## src/hdl/srs_pkg.sv

```systemverilog
package srs_pkg;

  localparam int PAYLOAD_WORDS_DEF = 64;
  localparam int WORD_W = 32;
  localparam int HDR_WORDS = 5;

  // slot header layout
  localparam int OFF_MAGIC = 0;
  localparam int OFF_SIZE = 1;
  localparam int OFF_GEN = 2;
  localparam int OFF_CRC = 3;
  localparam int OFF_COMMIT = 4;

  localparam logic [31:0] REC_MAGIC = 32'h4236_4350;
  localparam logic [15:0] REC_VERSION = 16'd3;
  localparam logic [31:0] REC_WRITING = 32'h5752_4954;
  localparam logic [31:0] REC_VALID = 32'h5641_4C44;
  localparam logic [31:0] CRC_SEED = 32'hFFFF_FFFF;
  localparam logic [31:0] CRC_POLY = 32'hEDB8_8320;

  typedef enum logic [2:0] {
    OP_LOAD = 3'd0,
    OP_COMMIT = 3'd1,
    OP_SCAN = 3'd2,
    OP_READ = 3'd3,
    OP_RAW = 3'd4
  } op_t;

  typedef enum logic [1:0] {
    STAT_DONE = 2'd0,
    STAT_NO_VALID = 2'd1,
    STAT_RANGE = 2'd2
  } status_t;

  typedef enum logic [3:0] {
    ST_IDLE,
    ST_RD,
    ST_RESP,
    ST_CM_HDR,
    ST_CM_PAY,
    ST_CM_FIN,
    ST_SC_PASS,
    ST_SC_CHK
  } state_t;

  // scan passes: check slot 1, check slot 0 (copying), copy slot 1
  typedef enum logic [1:0] {
    PASS_S1,
    PASS_S0,
    PASS_CP
  } pass_t;

  typedef struct packed {
    logic we;
    logic clr;
    logic clr_bank;
  } wb_ctl_t;

  typedef struct packed {
    status_t status;
    logic [31:0] read_data;
    logic [31:0] generation;
    logic active_slot;
  } resp_t;

  typedef logic [31:0][63:0] crc_mat_t;

  function automatic int wb_aw(int pw);
    return (pw > 1) ? $clog2(pw) : 1;
  endfunction

  function automatic int sm_aw(int pw);
    return $clog2(4 * (pw + HDR_WORDS));
  endfunction

  // bit-serial reference form, elaboration only
  function automatic logic [31:0] crc_serial(logic [31:0] crc_in, logic [31:0] w);
    logic [31:0] c;
    c = crc_in;
    for (int b = 0; b < 4; b++) begin
      c = c ^ {24'd0, w[8*b +: 8]};
      for (int k = 0; k < 8; k++) begin
        c = (c >> 1) ^ (c[0] ? CRC_POLY : 32'd0);
      end
    end
    return c;
  endfunction

  // xor matrix of one word step: row j, columns {word, crc}
  function automatic crc_mat_t crc_matrix();
    crc_mat_t m;
    logic [63:0] v;
    logic [31:0] r;
    m = '0;
    for (int col = 0; col < 64; col++) begin
      v = 64'd1 << col;
      r = crc_serial(v[31:0], v[63:32]);
      for (int j = 0; j < 32; j++) begin
        m[j][col] = r[j];
      end
    end
    return m;
  endfunction

  localparam crc_mat_t CRC_MAT = crc_matrix();

  function automatic logic [31:0] crc_update(logic [31:0] crc_in, logic [31:0] w);
    logic [31:0] r;
    logic [63:0] x;
    x = {w, crc_in};
    for (int j = 0; j < 32; j++) begin
      r[j] = ^(CRC_MAT[j] & x);
    end
    return r;
  endfunction

endpackage

```

## src/hdl/srs_ram.sv

```systemverilog
module srs_ram #(
  parameter int WIDTH = srs_pkg::WORD_W,
  parameter int DEPTH = 2,
  localparam int AW = $clog2(DEPTH)
) (
  input  logic             clk,
  input  logic             we,
  input  logic [AW-1:0]    waddr,
  input  logic [WIDTH-1:0] wdata,
  input  logic [AW-1:0]    raddr,
  output logic [WIDTH-1:0] rdata
);

  logic [WIDTH-1:0] mem [DEPTH];

  always_ff @(posedge clk) begin
    if (we) begin
      mem[waddr] <= wdata;
    end
    rdata <= mem[raddr];
  end

endmodule

```

## config.mk

```make
export PLATFORM = sky130hd
export DESIGN_NAME = srs_ram
export DESIGN_NICKNAME = d
export VERILOG_FILES = /design/src/hdl/srs_pkg.sv /design/src/hdl/srs_ram.sv
export SDC_FILE = /design/constraint.sdc
export NUM_CORES = 1
export LEC_CHECK = 0
export ABC_AREA = 1
export BUFFER_PORTS_ARGS = -buffer_cell sky130_fd_sc_hd__buf_2
export CAP_MARGIN = 40
export CORE_AREA = 2 2 80 82
export DETAILED_ROUTE_END_ITERATION = 10
export DIE_AREA = 0 0 82 84
export PLACE_DENSITY_LB_ADDON = 0.25
export SLEW_MARGIN = 20
export SYNTH_ARGS = -nofsm -noshare
export SYNTH_HDL_FRONTEND = slang
export SYNTH_SLANG_ARGS = --single-unit
```

## constraint.sdc

```tcl
create_clock -name clk -period 2.12 [get_ports clk]
set_input_delay 0.106 -clock clk [delete_from_list [all_inputs] [get_ports clk]]
set_output_delay 0.106 -clock clk [all_outputs]
set_load 0.02 [all_outputs]
```

Word-level counts from Yosys, hierarchy flattened
Memory sizes are Yosys's and may differ from the RTL's. A register that Yosys moved wholly into a read port is not among the register bits.
Cells that the tools add are included.
- register bits after elaboration: 0
- RAM bits: 64
- input bits: 36
- memories: 1
- multiplexer cells: 2
- memory list (name ; depth ; width ; read ports ; clocked after Yosys merged registers in ; write ports ; RTL line ; RTL):
    mem ; 2 ; 32 ; 1 ; 1 ; 1 ; srs_ram.sv:14 ; logic [WIDTH-1:0] mem [DEPTH];
- operator list (cell ; number):
    1-bit 2-to-1 mux ; 2

Depth between registers and ports, before layout
- depth after elaboration: 2
- gate-level depth with buffers: 5
- gate-level depth less buffers: 3

Worst setup path after synthesis
Ideal clock, no wire load.
- path kind: in2reg
- from: input port we
- to: memory mem[0][0] (netlist name) (enable)
- library setup time: 0.422 ns
- data arrival time: 1.495 ns
- required time: 1.698 ns
- setup slack: 0.203 ns
- cell stages on the path: 2
- path buffers: 0
- cells stage by stage: inv_1 -> nor2_1
- word-level cells in the longest chain between the ends: 2
- ends and longest elaborated chain (item ; RTL line ; RTL):
    from (decl) ; srs_ram.sv:7 ; input logic we,
    1-bit 2-to-1 mux ; srs_ram.sv:17 ; if (we) begin
    1-bit 2-to-1 mux (implied by the code) ; srs_ram.sv:18 ; mem[waddr] <= wdata;
    to (decl) ; srs_ram.sv:14 ;
No other way between the ends.

Final worst setup path
- from: register rdata[7], read port of mem
- to: output port rdata[7]
- RTL lines (item ; RTL line ; RTL):
    from (decl) ; srs_ram.sv:11 ; output logic [WIDTH-1:0] rdata
No word-level cell between the ends.

==> metrics.md <==
| Metric | Value |
|---|---|
| Area contributors post-synth | edfxtp_1 (63%), dfxtp_1 (21%), nand2_1 (11%) |
| Element type at the critical path end | output port |
| Fin util | 64.18% |
| Worst vdd ir | 0.4529 mV |
| Largest net degree at the start of global routing | 33 |
| Critical Path RT | 2.01 ns |
| Fmax | 1.066 GHz |
| Final ANT Viol Nets | 0 |
| Seq cells post-synth | 96 |
| Max_cap viols | 0 |
| Mapped Avg Cell Area | 15.05 um2 |
| Syn. warnings | 0 |
| First-pass GRT wire length | 7762 um |
| CTS tree | done |
| Post-Route WL | 4874 um |
| Final hold violations | 0 |
| Starting Density | 50.35% |
| Routed WL per cell | 12.43 um |
| Clock-pin transition on the worst setup and hold timing paths | 0.08 ns |
| Post-CTS Setup Inserts | 0 |
| H-tree levels | 3 |
| Detailed Place HPWL | 2810 um |
| RSZ-0062 raised after global routing | false |
| CP Cell Sequence | buf_2 |
| DR vias | 1741 |
| Setup violations, final | 0 |
| Startpoint types | flip-flop |
| Final weighted congestion in routability-driven placement | 0.6768 |
| Largest stage delay, worst path | 0.33 ns |
| Largest area contributor in the netlist | edfxtp_1 |
| Drt pass-1 iters | 4 |
| TritonCTS Buffers | 9 |
| P_leak | 0.001676 uW |
| Worst-path fanout max | 1 |
| Port Buf Inserts | 67 |
| PD cells | 885.4 mW/mm2 |
| Gr usage total | 15.72% |
| Maximum clock path buffer count | 2 |
| Area grow syn2layout | 27.48% |
| Min-delay worst type | in -> reg |
| Slowest stage cell, crit path | dfxtp_1 |
| Synth cell types | 10 |
| Number of I/O pins | 68 |
| Clk_skew | 0.006141 ns |
| Final Cycle Share | 44.25% |
| # fillers | 483 |
| Minimum clock period | 0.9381 ns |
| Grt ovf | 0 |
| Vias in the first global route | 1638 |
| Sink Count | 96 |
| DRC | 0 |
| First-iteration detailed-routing DRC count | 107 |
| Kind of critical path | reg -> out |
| Die H | 84 um |
| Core ar. | 0.006096 mm2 |
| Antenna cell count | 0 |
| Crit path max-delay family | flip-flops |
| Die Wd | 82 um |
| WP buf/inv | 1 |
| Worst slew pin tran | 0.4884 ns |
| Layout cell share with drive strength beyond 1 | 29.84% |
| Vias/cell | 4.441 |
| Cell area after synthesis | 0.003069 mm2 |
| Initial antenna violation count | 0 |
| Synth Net Count | 240 |
| TNS Setup | 0 ns |
| Die ar. | 0.006888 mm2 |
| Outcome | completed |
| Post-synthesis sequential area ratio | 83.49% |
| Area share of the largest cell type after synthesis | 62.62% |
| Post-Syn Instances | 204 |
| Final net count | 346 |
| Crit path DAT | 0.83 ns |
| Clk Latency, worst-skew pair | 0.34 ns |
| CTS root buffer | clkbuf_8 |
| Rel. slew slack | 67.44% |
| Final Max Tran Viols | 0 |
| Core Rows | 29 |
[metal layers]
| metal | GRT usage [%] | part of all wire [%] | wire (um) | vias up |
|---|---|---|---|---|
| li1 | - | - | - | 884 |
| met1 | 19.40 | 43 | 2090 | 801 |
| met2 | 24.76 | 50 | 2426 | 47 |
| met3 | 4.221 | 5.0 | 245 | 9 |
| met4 | 8.636 | 2.3 | 112 | 0 |
| met5 | 0 | 0 | 0 | - |
[synthesized netlist by cell type]
library cell / count
nand2_1: 87
edfxtp_1: 64
dfxtp_1: 32
nand2_2: 10
buf_6: 3
clkbuf_8: 3
inv_1: 2
buf_12: 1
inv_8: 1
nor2_1: 1
[report_power, final]
group          internal (uW)  switching (uW)
combinational            128             190
clock                    420             551
sequential              2140            34.0
total                   2690             775
[flip-flops by register name, indices dropped and copies added (netlist names)]
name and cells:
rdata 32, mem 64
[stage by stage]
step	cell area, um2	hold slack (ns)	cells	power, uW	setup WS, ns
3_3_place_gp	3436	0.2978	344	2485	1.049
3_5_place_dp	3436	0.2991	344	2495	1.039
4_1_cts	3913	0.2168	392	3508	1.162
2_1_floorplan	3069	0.2049	204	2385	0.2031
6_report	3913	0.2269	392	3464	1.182
5_1_grt	3913	0.2354	392	3641	1.107
[final cells by class]
cell class | instances | area, um2 | share of cell area (%)
Clock buffer | 12 | 135.1 | 3.454
Multi-Input combinational cell | 98 | 400.4 | 10.23
Sequential cell | 96 | 2562 | 65.49
Clock inverter | 4 | 21.27 | 0.5437
Timing Repair Buffer | 102 | 678.2 | 17.33
Tap cell | 77 | 96.34 | 2.462
Inverter | 3 | 18.77 | 0.4797
[timing repair]
item | CTS | global route
gates resized for setup | 0 | 0
hold buffers | 32 | 0
endpoints found under the hold margin | 64 | 0
[layout by cell type, fill, tap and decap left out]
cell	netlist	routed
buf_2	0	67
clkbuf_8	3	9
inv_8	1	1
nand2_1	87	87
edfxtp_1	64	64
nor2_4	0	1
clkbuf_1	0	3
nand2_2	10	10
dfxtp_1	32	32
buf_4	0	3
clkinv_1	0	1
inv_1	2	2
clkinvlp_4	0	1
dlygate4sd3_1	0	32
clkinv_2	0	2
[kinds of logic (layout without fill, tap and decap cells)]
kind of cell	Yosys count	count (layout)	share of synthesized area, %
simple gates	98	98	12.80
flops	96	96	83.49
buf+inv	10	121	3.710
[final timing paths]
check | start | end | slack [ns] | depth (start not counted)
worst min-delay path | raddr | rdata[2] | 0.23 | 3
worst min register to register | mem[0][29] | rdata[29] | 0.44 | 2
worst max-delay path | rdata[7] | rdata[7] | 1.18 | 1
worst max register to register | mem[1][15] | rdata[15] | 1.50 | 2
Power figures use the tool's default switching activity.
