`src/hdl/srs_pkg.sv`:
```
package srs_pkg;

  localparam int PAYLOAD_WORDS_DEF = 64;
  localparam int WORD_W = 32;
  localparam int HDR_WORDS = 5;

  // slot header layout
  localparam int OFF_MAGIC = 0;
  localparam int OFF_SIZE = 1;
  localparam int OFF_GEN = 2;
  localparam int OFF_CRC = 3;
  localparam int OFF_COMMIT = 4;

  localparam logic [31:0] REC_MAGIC = 32'h4236_4350;
  localparam logic [15:0] REC_VERSION = 16'd3;
  localparam logic [31:0] REC_WRITING = 32'h5752_4954;
  localparam logic [31:0] REC_VALID = 32'h5641_4C44;
  localparam logic [31:0] CRC_SEED = 32'hFFFF_FFFF;
  localparam logic [31:0] CRC_POLY = 32'hEDB8_8320;

  typedef enum logic [2:0] {
    OP_LOAD = 3'd0,
    OP_COMMIT = 3'd1,
    OP_SCAN = 3'd2,
    OP_READ = 3'd3,
    OP_RAW = 3'd4
  } op_t;

  typedef enum logic [1:0] {
    STAT_DONE = 2'd0,
    STAT_NO_VALID = 2'd1,
    STAT_RANGE = 2'd2
  } status_t;

  typedef enum logic [3:0] {
    ST_IDLE,
    ST_RD,
    ST_RESP,
    ST_CM_HDR,
    ST_CM_PAY,
    ST_CM_FIN,
    ST_SC_PASS,
    ST_SC_CHK
  } state_t;

  // scan passes: check slot 1, check slot 0 (copying), copy slot 1
  typedef enum logic [1:0] {
    PASS_S1,
    PASS_S0,
    PASS_CP
  } pass_t;

  typedef struct packed {
    logic we;
    logic clr;
    logic clr_bank;
  } wb_ctl_t;

  typedef struct packed {
    status_t status;
    logic [31:0] read_data;
    logic [31:0] generation;
    logic active_slot;
  } resp_t;

  typedef logic [31:0][63:0] crc_mat_t;

  function automatic int wb_aw(int pw);
    return (pw > 1) ? $clog2(pw) : 1;
  endfunction

  function automatic int sm_aw(int pw);
    return $clog2(4 * (pw + HDR_WORDS));
  endfunction

  // bit-serial reference form, elaboration only
  function automatic logic [31:0] crc_serial(logic [31:0] crc_in, logic [31:0] w);
    logic [31:0] c;
    c = crc_in;
    for (int b = 0; b < 4; b++) begin
      c = c ^ {24'd0, w[8*b +: 8]};
      for (int k = 0; k < 8; k++) begin
        c = (c >> 1) ^ (c[0] ? CRC_POLY : 32'd0);
      end
    end
    return c;
  endfunction

  // xor matrix of one word step: row j, columns {word, crc}
  function automatic crc_mat_t crc_matrix();
    crc_mat_t m;
    logic [63:0] v;
    logic [31:0] r;
    m = '0;
    for (int col = 0; col < 64; col++) begin
      v = 64'd1 << col;
      r = crc_serial(v[31:0], v[63:32]);
      for (int j = 0; j < 32; j++) begin
        m[j][col] = r[j];
      end
    end
    return m;
  endfunction

  localparam crc_mat_t CRC_MAT = crc_matrix();

  function automatic logic [31:0] crc_update(logic [31:0] crc_in, logic [31:0] w);
    logic [31:0] r;
    logic [63:0] x;
    x = {w, crc_in};
    for (int j = 0; j < 32; j++) begin
      r[j] = ^(CRC_MAT[j] & x);
    end
    return r;
  endfunction

endpackage

```
`src/hdl/srs_engine.sv`:
```
module srs_engine #(
  parameter int PAYLOAD_WORDS = srs_pkg::PAYLOAD_WORDS_DEF,
  localparam int SLOT_WORDS = PAYLOAD_WORDS + srs_pkg::HDR_WORDS,
  localparam int SM_AW = srs_pkg::sm_aw(PAYLOAD_WORDS),
  localparam int WB_AW = srs_pkg::wb_aw(PAYLOAD_WORDS)
) (
  input  logic                 clk,
  input  logic                 rst,
  // accepted item
  input  logic                 in_valid,
  output logic                 idle,
  input  logic [2:0]           opcode,
  input  logic                 bank,
  input  logic                 slot_select,
  input  logic [6:0]           word_index,
  input  logic [31:0]          data_word,
  // result
  input  logic                 out_free,
  output logic                 resp_load,
  output srs_pkg::resp_t       resp,
  // slot memory
  output logic                 sm_we,
  output logic [SM_AW-1:0]     sm_waddr,
  output logic [31:0]          sm_wdata,
  output logic [SM_AW-1:0]     sm_raddr,
  input  logic [31:0]          sm_rdata,
  // working buffer
  output srs_pkg::wb_ctl_t     wb_ctl,
  output logic [WB_AW:0]       wb_waddr,
  output logic [31:0]          wb_wdata,
  output logic [WB_AW:0]       wb_raddr,
  input  logic [31:0]          wb_rdata
);

  localparam int SCNT_W = $clog2(SLOT_WORDS + 1);
  localparam logic [31:0] SIZE_WORD =
    {16'(PAYLOAD_WORDS * 4), srs_pkg::REC_VERSION};

  srs_pkg::state_t state, state_next;
  srs_pkg::pass_t  pass, pass_next;
  srs_pkg::status_t resp_status, resp_status_next;

  logic [SCNT_W-1:0] cnt, cnt_next, cnt_inc, pay_off;
  logic              arr_vld, arr_vld_next;
  logic [SCNT_W-1:0] arr_off, arr_off_next;
  logic [31:0]       crc, crc_next;
  logic [31:0]       crc_cap, crc_cap_next;
  logic [31:0]       g_cap, g_cap_next;
  logic [31:0]       g1, g1_next;
  logic              ok1, ok1_next;
  logic              hdr_ok, hdr_ok_next;
  logic              copy_en, copy_en_next;
  logic              cur_bank, cur_bank_next;
  logic              cm_slot, cm_slot_next;
  logic [31:0]       resp_rd, resp_rd_next;

  logic [31:0] bank_gen [2];
  logic        bank_slot [2];
  logic        bank_valid [2];

  logic        bank_upd;
  logic [31:0] upd_gen;
  logic        upd_slot;
  logic        upd_valid;

  logic        idx_pay_ok, idx_slot_ok, rec_ok;
  logic [1:0]  rec_cm, rec_sc;
  logic [31:0] gdiff;

  function automatic logic [SM_AW-1:0] sm_addr(logic [1:0] rec, logic [SCNT_W-1:0] off);
    logic [SM_AW-1:0] base;
    case (rec)
      2'd0:    base = '0;
      2'd1:    base = SM_AW'(SLOT_WORDS);
      2'd2:    base = SM_AW'(2 * SLOT_WORDS);
      default: base = SM_AW'(3 * SLOT_WORDS);
    endcase
    return base + SM_AW'(off);
  endfunction

  assign idx_pay_ok  = {1'b0, word_index} < 8'(PAYLOAD_WORDS);
  assign idx_slot_ok = {1'b0, word_index} < 8'(SLOT_WORDS);
  assign rec_ok      = hdr_ok && (~crc == crc_cap);
  assign rec_cm      = {cur_bank, cm_slot};
  assign rec_sc      = {cur_bank, pass != srs_pkg::PASS_S0};
  assign cnt_inc     = cnt + 1'b1;
  assign pay_off     = arr_off - SCNT_W'(srs_pkg::HDR_WORDS);
  assign gdiff       = g1 - sm_rdata;
  assign idle        = state == srs_pkg::ST_IDLE;

  assign resp.status      = resp_status;
  assign resp.read_data   = resp_rd;
  assign resp.generation  = bank_gen[cur_bank];
  assign resp.active_slot = bank_slot[cur_bank];

  always_ff @(posedge clk) begin
    if (rst) begin
      state      <= srs_pkg::ST_IDLE;
      bank_gen   <= '{default: '0};
      bank_slot  <= '{default: 1'b0};
      bank_valid <= '{default: 1'b0};
      arr_vld    <= 1'b0;
    end else begin
      state   <= state_next;
      arr_vld <= arr_vld_next;
      if (bank_upd) begin
        bank_gen[cur_bank]   <= upd_gen;
        bank_slot[cur_bank]  <= upd_slot;
        bank_valid[cur_bank] <= upd_valid;
      end
    end
  end

  always_ff @(posedge clk) begin
    pass        <= pass_next;
    resp_status <= resp_status_next;
    cnt         <= cnt_next;
    arr_off     <= arr_off_next;
    crc         <= crc_next;
    crc_cap     <= crc_cap_next;
    g_cap       <= g_cap_next;
    g1          <= g1_next;
    ok1         <= ok1_next;
    hdr_ok      <= hdr_ok_next;
    copy_en     <= copy_en_next;
    cur_bank    <= cur_bank_next;
    cm_slot     <= cm_slot_next;
    resp_rd     <= resp_rd_next;
  end

  always_comb begin
    state_next       = state;
    pass_next        = pass;
    resp_status_next = resp_status;
    cnt_next         = cnt;
    arr_vld_next     = 1'b0;
    arr_off_next     = arr_off;
    crc_next         = crc;
    crc_cap_next     = crc_cap;
    g_cap_next       = g_cap;
    g1_next          = g1;
    ok1_next         = ok1;
    hdr_ok_next      = hdr_ok;
    copy_en_next     = copy_en;
    cur_bank_next    = cur_bank;
    cm_slot_next     = cm_slot;
    resp_rd_next     = resp_rd;
    resp_load        = 1'b0;
    bank_upd         = 1'b0;
    upd_gen          = '0;
    upd_slot         = 1'b0;
    upd_valid        = 1'b0;
    sm_we            = 1'b0;
    sm_waddr         = '0;
    sm_wdata         = '0;
    sm_raddr         = '0;
    wb_ctl           = '0;
    wb_waddr         = '0;
    wb_wdata         = '0;
    wb_raddr         = '0;

    case (state)
      srs_pkg::ST_IDLE: begin
        if (in_valid) begin
          cur_bank_next    = bank;
          resp_status_next = srs_pkg::STAT_DONE;
          resp_rd_next     = '0;
          cnt_next         = '0;
          state_next       = srs_pkg::ST_RESP;
          case (opcode)
            srs_pkg::OP_LOAD: begin
              if (idx_pay_ok) begin
                wb_ctl.we = 1'b1;
                wb_waddr  = {bank, word_index[WB_AW-1:0]};
                wb_wdata  = data_word;
              end else begin
                resp_status_next = srs_pkg::STAT_RANGE;
              end
            end
            srs_pkg::OP_READ: begin
              if (idx_pay_ok) begin
                wb_raddr   = {bank, word_index[WB_AW-1:0]};
                state_next = srs_pkg::ST_RD;
              end else begin
                resp_status_next = srs_pkg::STAT_RANGE;
              end
            end
            srs_pkg::OP_RAW: begin
              if (idx_slot_ok) begin
                sm_we    = 1'b1;
                sm_waddr = sm_addr({bank, slot_select}, SCNT_W'(word_index));
                sm_wdata = data_word;
              end else begin
                resp_status_next = srs_pkg::STAT_RANGE;
              end
            end
            srs_pkg::OP_COMMIT: begin
              cm_slot_next = bank_valid[bank] ? ~bank_slot[bank] : 1'b0;
              g_cap_next   = bank_gen[bank] + 32'd1;
              state_next   = srs_pkg::ST_CM_HDR;
            end
            srs_pkg::OP_SCAN: begin
              pass_next    = srs_pkg::PASS_S1;
              copy_en_next = 1'b0;
              hdr_ok_next  = 1'b1;
              crc_next     = srs_pkg::CRC_SEED;
              state_next   = srs_pkg::ST_SC_PASS;
            end
            default: ;
          endcase
        end
      end

      srs_pkg::ST_RD: begin
        resp_rd_next = wb_rdata;
        state_next   = srs_pkg::ST_RESP;
      end

      srs_pkg::ST_RESP: begin
        if (out_free) begin
          resp_load  = 1'b1;
          state_next = srs_pkg::ST_IDLE;
        end
      end

      // commit word marked writing first, then magic, size, generation
      srs_pkg::ST_CM_HDR: begin
        sm_we    = 1'b1;
        cnt_next = cnt_inc;
        case (cnt[1:0])
          2'd0: begin
            sm_waddr = sm_addr(rec_cm, SCNT_W'(srs_pkg::OFF_COMMIT));
            sm_wdata = srs_pkg::REC_WRITING;
            crc_next = srs_pkg::CRC_SEED;
          end
          2'd1: begin
            sm_waddr = sm_addr(rec_cm, SCNT_W'(srs_pkg::OFF_MAGIC));
            sm_wdata = srs_pkg::REC_MAGIC;
            crc_next = srs_pkg::crc_update(crc, srs_pkg::REC_MAGIC);
          end
          2'd2: begin
            sm_waddr = sm_addr(rec_cm, SCNT_W'(srs_pkg::OFF_SIZE));
            sm_wdata = SIZE_WORD;
            crc_next = srs_pkg::crc_update(crc, SIZE_WORD);
          end
          default: begin
            sm_waddr   = sm_addr(rec_cm, SCNT_W'(srs_pkg::OFF_GEN));
            sm_wdata   = g_cap;
            crc_next   = srs_pkg::crc_update(crc, g_cap);
            wb_raddr   = {cur_bank, WB_AW'(0)};
            cnt_next   = '0;
            state_next = srs_pkg::ST_CM_PAY;
          end
        endcase
      end

      srs_pkg::ST_CM_PAY: begin
        sm_we    = 1'b1;
        sm_waddr = sm_addr(rec_cm, cnt + SCNT_W'(srs_pkg::HDR_WORDS));
        sm_wdata = wb_rdata;
        crc_next = srs_pkg::crc_update(crc, wb_rdata);
        wb_raddr = {cur_bank, cnt_inc[WB_AW-1:0]};
        if (cnt == SCNT_W'(PAYLOAD_WORDS - 1)) begin
          cnt_next   = '0;
          state_next = srs_pkg::ST_CM_FIN;
        end else begin
          cnt_next = cnt_inc;
        end
      end

      srs_pkg::ST_CM_FIN: begin
        sm_we = 1'b1;
        if (!cnt[0]) begin
          sm_waddr = sm_addr(rec_cm, SCNT_W'(srs_pkg::OFF_CRC));
          sm_wdata = ~crc;
          cnt_next = cnt_inc;
        end else begin
          sm_waddr         = sm_addr(rec_cm, SCNT_W'(srs_pkg::OFF_COMMIT));
          sm_wdata         = srs_pkg::REC_VALID;
          bank_upd         = 1'b1;
          upd_gen          = g_cap;
          upd_slot         = cm_slot;
          upd_valid        = 1'b1;
          resp_status_next = srs_pkg::STAT_DONE;
          state_next       = srs_pkg::ST_RESP;
        end
      end

      srs_pkg::ST_SC_PASS: begin
        if (cnt < SCNT_W'(SLOT_WORDS)) begin
          sm_raddr     = sm_addr(rec_sc, cnt);
          arr_vld_next = 1'b1;
          arr_off_next = cnt;
          cnt_next     = cnt_inc;
        end
        if (arr_vld) begin
          if (arr_off == SCNT_W'(srs_pkg::OFF_MAGIC)) begin
            hdr_ok_next = hdr_ok && (sm_rdata == srs_pkg::REC_MAGIC);
            crc_next    = srs_pkg::crc_update(crc, sm_rdata);
          end else if (arr_off == SCNT_W'(srs_pkg::OFF_SIZE)) begin
            hdr_ok_next = hdr_ok && (sm_rdata == SIZE_WORD);
            crc_next    = srs_pkg::crc_update(crc, sm_rdata);
          end else if (arr_off == SCNT_W'(srs_pkg::OFF_GEN)) begin
            g_cap_next = sm_rdata;
            crc_next   = srs_pkg::crc_update(crc, sm_rdata);
            // slot 0 payload is copied unless a valid slot 1 is newer
            if (pass == srs_pkg::PASS_S0) begin
              copy_en_next = !(ok1 && (gdiff != 32'd0) && !gdiff[31]);
            end
          end else if (arr_off == SCNT_W'(srs_pkg::OFF_CRC)) begin
            crc_cap_next = sm_rdata;
          end else if (arr_off == SCNT_W'(srs_pkg::OFF_COMMIT)) begin
            hdr_ok_next = hdr_ok && (sm_rdata == srs_pkg::REC_VALID);
          end else begin
            crc_next = srs_pkg::crc_update(crc, sm_rdata);
            if (copy_en) begin
              wb_ctl.we = 1'b1;
              wb_waddr  = {cur_bank, pay_off[WB_AW-1:0]};
              wb_wdata  = sm_rdata;
            end
          end
          if (arr_off == SCNT_W'(SLOT_WORDS - 1)) begin
            state_next = srs_pkg::ST_SC_CHK;
          end
        end
      end

      srs_pkg::ST_SC_CHK: begin
        cnt_next    = '0;
        hdr_ok_next = 1'b1;
        crc_next    = srs_pkg::CRC_SEED;
        case (pass)
          srs_pkg::PASS_S1: begin
            ok1_next     = rec_ok;
            g1_next      = g_cap;
            copy_en_next = 1'b0;
            pass_next    = srs_pkg::PASS_S0;
            state_next   = srs_pkg::ST_SC_PASS;
          end
          srs_pkg::PASS_S0: begin
            if (rec_ok && copy_en) begin
              bank_upd         = 1'b1;
              upd_gen          = g_cap;
              upd_slot         = 1'b0;
              upd_valid        = 1'b1;
              resp_status_next = srs_pkg::STAT_DONE;
              state_next       = srs_pkg::ST_RESP;
            end else if (ok1) begin
              copy_en_next = 1'b1;
              pass_next    = srs_pkg::PASS_CP;
              state_next   = srs_pkg::ST_SC_PASS;
            end else begin
              wb_ctl.clr       = 1'b1;
              wb_ctl.clr_bank  = cur_bank;
              bank_upd         = 1'b1;
              resp_status_next = srs_pkg::STAT_NO_VALID;
              state_next       = srs_pkg::ST_RESP;
            end
          end
          default: begin
            bank_upd         = 1'b1;
            upd_gen          = g1;
            upd_slot         = 1'b1;
            upd_valid        = 1'b1;
            resp_status_next = srs_pkg::STAT_DONE;
            state_next       = srs_pkg::ST_RESP;
          end
        endcase
      end

      default: state_next = srs_pkg::ST_IDLE;
    endcase
  end

  a_scan_read_only: assert property (@(posedge clk) disable iff (rst)
    (state == srs_pkg::ST_SC_PASS || state == srs_pkg::ST_SC_CHK) |-> !sm_we)
    else $error("slot memory written during scan");

  a_wb_write_clear: assert property (@(posedge clk) disable iff (rst)
    !(wb_ctl.we && wb_ctl.clr))
    else $error("working buffer write and clear together");

  a_commit_adopts: assert property (@(posedge clk) disable iff (rst)
    (state == srs_pkg::ST_CM_FIN && cnt[0]) |=>
      (bank_valid[cur_bank] && bank_slot[cur_bank] == $past(cm_slot) &&
       state == srs_pkg::ST_RESP))
    else $error("commit did not adopt its target slot");

  a_pay_range: assert property (@(posedge clk) disable iff (rst)
    state == srs_pkg::ST_CM_PAY |-> cnt < SCNT_W'(PAYLOAD_WORDS))
    else $error("commit payload index out of range");

  a_arr_range: assert property (@(posedge clk) disable iff (rst)
    (state == srs_pkg::ST_SC_PASS && arr_vld) |-> arr_off < SCNT_W'(SLOT_WORDS))
    else $error("scan read beyond slot");

endmodule

```
`config.mk`:
```
export PLATFORM = sky130hd
export DESIGN_NAME = srs_engine
export DESIGN_NICKNAME = d
export VERILOG_FILES = /design/src/hdl/srs_pkg.sv /design/src/hdl/srs_engine.sv
export SDC_FILE = /design/constraint.sdc
export NUM_CORES = 1
export LEC_CHECK = 0
export ABC_AREA = 1
export BUFFER_PORTS_ARGS = -buffer_cell sky130_fd_sc_hd__buf_2
export CAP_MARGIN = 0
export CELL_PAD_IN_SITES_DETAIL_PLACEMENT = 1
export CELL_PAD_IN_SITES_GLOBAL_PLACEMENT = 1
export CORE_MARGIN = 2
export CORE_UTILIZATION = 45
export DETAILED_ROUTE_END_ITERATION = 8
export HOLD_SLACK_MARGIN = 0.03
export PLACE_DENSITY_LB_ADDON = 0.1
export RECOVER_POWER = 50
export SLEW_MARGIN = 20
export SYNTH_ARGS = -nofsm -noshare
export SYNTH_HDL_FRONTEND = slang
export SYNTH_SLANG_ARGS = --single-unit
export TNS_END_PERCENT = 1
```
`constraint.sdc`:
```
create_clock -name clk -period 5.8 [get_ports clk]
set_input_delay 1.16 -clock clk [delete_from_list [all_inputs] [get_ports clk]]
set_output_delay 1.16 -clock clk [all_outputs]
set_load 0.05 [all_outputs]
```
---- Yosys cells after proc, flatten, opt, wreduce, memory -nomap -nowiden ----
Cells that the tools add are included.
word-level totals
  flip-flop bits (word level) ............. 256
  output and inout port bits .............. 169
  word-level logic and storage cells ...... 504
operators by class
  reductions and logical operators ........ 206
  bitwise operators ....................... 8
  multiplexer cells ....................... 192
  $lt $le $gt $ge ......................... 6
  $add $sub $neg .......................... 13
  eq/ne operators ......................... 56
operators with widths
  kind                     number
  $reduce_xor A64 Y1       160
  $mux W32                 38
  $pmux W32 S2             5
  $mux W9                  23
  $pmux W32 S3             2
  $pmux W32 S5             1
  $pmux W32 S4             1
  $mux W7                  18
  $pmux W8 S3              3
  $bwmux W64               1
  $eq A32 B31 Y1 const B   2
  $mux W1                  49
  $pmux W7 S6              1
  $pmux W9 S4              1
  $add A32 B1 Y32 const B  1
  $demux W32 S1            1
  $eq A32 B25 Y1 const B   1
  $eq A32 B32 Y1           1
  $not A32 Y32             1
  $pmux W4 S8              1
  $reduce_bool A32 Y1      1
  $sub A32 B32 Y32         1
  $mux W2                  15
  $mux W4                  7
  other kinds (62)         146

---- Logic depth before layout (Yosys ltp) ----
  depth in word-level cells ............... 11
  gate-level depth with buffers ........... 22
  depth with buffers taken out ............ 21

---- Least setup slack after synthesis ----
Ideal clock, no wire load.
  path kind ............................... register -> output
  start point ............................. register cur_bank
  end point ............................... output sm_waddr[6]
  data required time ...................... 4.640 ns
  arrival time ............................ 4.323 ns
  stages on the path, launching flop included .. 16
  path slack .............................. 0.317 ns
  cells stage by stage .................... edfxtp_1 > clkbuf_1 > inv_2 > clkbuf_1 > ha_1 > nor2_1 > inv_1 > ha_1 > fa_1 > inv_1 > o31ai_1 > inv_1 > nor2_1 > nand2_1 > nor2_1 > o311ai_0
between the ends
  word-level cells in the longest chain between the ends .. 7
RTL lines
  item                                    line                                  RTL
  start, declared                         srs_engine.sv:53                      logic cur_bank, cur_bank_next;
  start signal, assigned                  srs_engine.sv:126                     cur_bank <= cur_bank_next;
  $eq A2 B2 Y1 (tied with other cells)    srs_engine.sv:72                      case (rec)
  $pmux W8 S3 (*)                         srs_engine.sv:72
  $mux W9, on equally long branches       srs_engine.sv:230, srs_engine.sv:273
  $mux W9                                 srs_engine.sv:162                     case (state)
  $add A9 B2 Y9 (tied with other cells)   srs_engine.sv:78                      return base + SM_AW'(off);
  $pmux W9 S3 or $mux W9 (tied branches)  srs_engine.sv:230, srs_engine.sv:273
  $pmux W9 S4 (*)                         srs_engine.sv:162
  end, declared                           srs_engine.sv:23                      output logic [SM_AW-1:0] sm_waddr,
Mark *: on every way between the ends. The rest lies on a longest branch, timed or not. The select of a mux whose other input is x is not followed.

---- Final worst setup path ----
  start point ............................. input bank
  end point ............................... register g_cap[29], data pin
between the ends
  word-level cells in the longest chain between the ends .. 8
RTL lines
  item                                          line               RTL
  start, declared                               srs_engine.sv:13   input logic bank,
  $not A1 Y2 (implied by the code)              srs_engine.sv:199  g_cap_next = bank_gen[bank] + 32'd1;
  $mux W32 (implied by the code) (3 in series)  srs_engine.sv:199
  $add A32 B1 Y32                               srs_engine.sv:199
  $mux W32                                      srs_engine.sv:170  case (opcode)
  $mux W32                                      srs_engine.sv:164  if (in_valid) begin
  $pmux W32 S2                                  srs_engine.sv:162
  named net g_cap_next[29]                      srs_engine.sv:48   logic [31:0] g_cap, g_cap_next;
  end signal, assigned                          srs_engine.sv:121  g_cap <= g_cap_next;
  end, declared                                 srs_engine.sv:48
The timed path passes the listed nets, and every way through them passes these cells. The select of a mux whose other input is x is not followed.
A chain may end at the register's enable or synchronous reset.

==> results by group <==
Timing
  • Max Fclk: 188 MHz
  • Clock skew: 0.0389 ns
  • Final hold vios: 0
  • Unrepaired setup endpoints after global routing: false
  • Setup violations, final: 0
  • Final min period: 5.33 ns
  • Worst hold slack: 0.479 ns
  • Slew margin rel.: -79.2%
  • Period utilization: 91.8%
  • Max-slew violation count: 260
  • Setup TNS: 0 ns
  • Worst Tran Pin Value: 2.69 ns

Floorplanning
  • Initial core utilization: 45.4%
  • Core area: 71200 um2
  • # rows: 98
  • Die width: 272 um
  • Die Area: 74000 um2
  • Die height: 272 um
  • Top Ports: 281

Clock network
  • Worst-skew pair later-pin latency: 0.59 ns
  • CTS tree: yes
  • Depth of the CTS H-tree: 2
  • Post-CTS Setup Bufs: 0
  • CTS clk-pin slew, worst paths: 0.06 ns
  • Root Buffer Master: clkbuf_16
  • CTS Buf Count: 35
  • Hold_buf cts: 0
  • Clk buf depth: 3
  • Post_cts resized: 0
  • Sink Count: 255

Detailed routing
  • Routed WL per cell: 27.1 um
  • Residual DRC: 0
  • DR vias/cell: 5.78
  • Drt first pass iters: 6
  • Routed Wire Length: 161000 um
  • Via Count: 34.4k
  • Final antenna-violating net count: 0
  • Iter 0 DRT Violations: 3358

Power
  • Final Power: 0.0252 W
  • Reg power frac: 12.2%
  • Worst VDD drop: 1.15 mV
  • Sw Share: 63.4%
  • Combinational share of power: 78.5%
  • Net Switching: 0.0160 W
  • Power Dens Cells: 713 nW/um2
  • P_leak: 16.3 nW
  • P_int: 0.00921 W
  • Clk pwr share: 9.3%

Yosys
  • Synth Flop Type: edfxtp_1
  • Synth Net Count: 5031
  • Mapped Area: 32300 um2
  • Post-Syn Area per Cell: 6.66 um2
  • Post-synth EDFFs: 183
  • Library cells used by synthesis: 69
  • Warnings, synthesis: 0
  • Register area share after synthesis: 21.5%
  • FFs w/ async S/R, synth: 0%
  • Mapped Cells: 4851
  • Number of synthesized register bits: 255

Critical path
  • Critical path arrival: 5.66 ns
  • Worst setup EP type: flip-flop
  • Critical path class: input port to flip-flop
  • Worst EP required: 6.13 ns
  • Crit-path max FO: 43
  • Crit start category: input port

Cells and area
  • Sequential Area: 6940 um2
  • Proportion of layout cells with a drive suffix above 1: 8.93%
  • # fillers: 9594
  • Synthesis-to-layout area growth: 9.12%
  • Final core utilization: 49.5%
  • Nets: 5150
  • Area of the multi-input gates: 22200 um2

Global routing
  • Layer carrying the most global-route usage: met2
  • Largest net degree at the start of global routing: 91
  • First-pass GRT wire length: 230000 um
  • GRT Total Usage: 42.4%
  • Initial antenna violation count: 5
  • Met1 Use GR: 50.8%
  • Total grt overflow: 0
  • Met2 capacity usage during global routing: 69.3%
  • Grt met3 use: 7.07%
  • Vias in the first global route: 33.7k

Outcome
  • Status: finished with violations
  • Failing checks: capacitance limit, slew limit

Placement
  • Placer congestion estimate: 1.05
  • Port bufs: 280
  • DP HPWL: 130000 um

Flow run
  • Max-cap violations: 7

Hold path
  • Min-delay worst type: flip-flop to flip-flop
==> cell families (layout without fill, tap and decap cells) <==
group	after synthesis	in the layout	synth area share [%]
buffers and inverters	787	933	10.0
adder cells (fa/ha/maj)	68	68	2.73
XOR/XNOR	990	990	27.8
multiplexers	12	12	0.372
AND/OR/NAND/NOR	2233	2233	28.8
other	0	1	0
flip-flops	255	255	21.5
AO/OA/AOI/OAI	506	506	8.86
==> registers in the layout (all words and copies together), names as in the netlist, 2 cells and up <==
name and cells:
g_cap 32, state 3, resp_rd 32, bank_gen 64, bank_valid 2, resp_status 2, g1 32, arr_off 7
bank_slot 2, pass 2, cnt 7, crc 32, crc_cap 32
==> per-layer routing <==
layer  up-vias  share of wire, %
met5         -             0.017
met4         4               8.5
met3       526               8.0
met2      1609                45
met1     16700                38
li1      15500                 -
==> cell usage in the layout, fill, tap and decap left out, types with 72 or more instances in the layout <==
master    count
nand2_1    1270
xor2_1      560
inv_1       496
nor2_1      471
xnor2_1     399
nand3_1     271
buf_2       205
a21oi_1     184
edfxtp_1    183
o21ai_0     163
clkbuf_1     89
dfxtp_1      72
==> final cells by class <==
type / instances / area share [%]
Multi-Input combinational cell: 3809 / 62.8
Sequential cell: 255 / 19.7
Inverter: 531 / 5.65
Timing Repair Buffer: 338 / 5.04
Tap cell: 950 / 3.37
Clock buffer: 48 / 2.79
Clock inverter: 16 / 0.670
Antenna cell: 1 / 0.00709
==> synthesized netlist by cell type, types with 49 or more instances <==
library cell,number,area [um2]
nor2_1,473,1780
inv_1,491,1840
nand4_1,58,363
a21oi_1,185,926
xor2_1,560,4900
edfxtp_1,183,5500
nand3_1,271,1360
o21ai_0,163,816
clkbuf_1,101,379
buf_2,104,521
o22ai_1,49,307
xnor2_1,399,3490
dfxtp_1,72,1440
nand2_1,1268,4760
ha_1,64,801
==> power by group through the flow <==
| stage | Clock [W] | Sequential (W) | Combinational, W |
|---|---|---|---|
| after global placement | 0 | 0.00305 | 0.0186 |
| after detailed placement | 0 | 0.00306 | 0.0191 |
| after global routing | 0.00242 | 0.00306 | 0.0209 |
| after floorplan | 0 | 0.00293 | 0.0125 |
| final | 0.00235 | 0.00306 | 0.0198 |
| after CTS | 0.00236 | 0.00303 | 0.0192 |
==> metrics by stage <==
stage,setup slack (ns),instances,instance area [um2]
after floorplan,0.317,4851,32300
after global placement,1.27,5883,34200
after detailed placement,1.17,5883,34200
after CTS,0.527,5947,35400
after global routing,0.242,5947,35300
final,0.474,5948,35300
==> final timing paths <==
kind	cells past startpoint	startpoint	end	slack, ns
setup / recovery	16	bank	g_cap[29]	0.47
hold / removal	2	bank_valid[0]	bank_valid[0]	0.48
setup reg to reg	14	crc[23]	bank_gen[59]	0.70
hold reg to reg	2	bank_valid[0]	bank_valid[0]	0.48
==> worst max-delay path, cell delays in order <==
cell      delay, ns
buf_2          0.19
clkbuf_1       1.93
o21ai_0        0.55
inv_1          0.25
nand2_1        0.10
nor2_1         0.11
nand2_1        0.15
nor2_4         0.16
nand2_1        0.14
nor2_4         0.18
nand2_2        0.09
nor2_2         0.17
nand3b_1       0.12
xor2_1         0.15
nand2_1        0.10
nand2_1        0.06
Note: power is estimated with default switching activity, not from simulation.
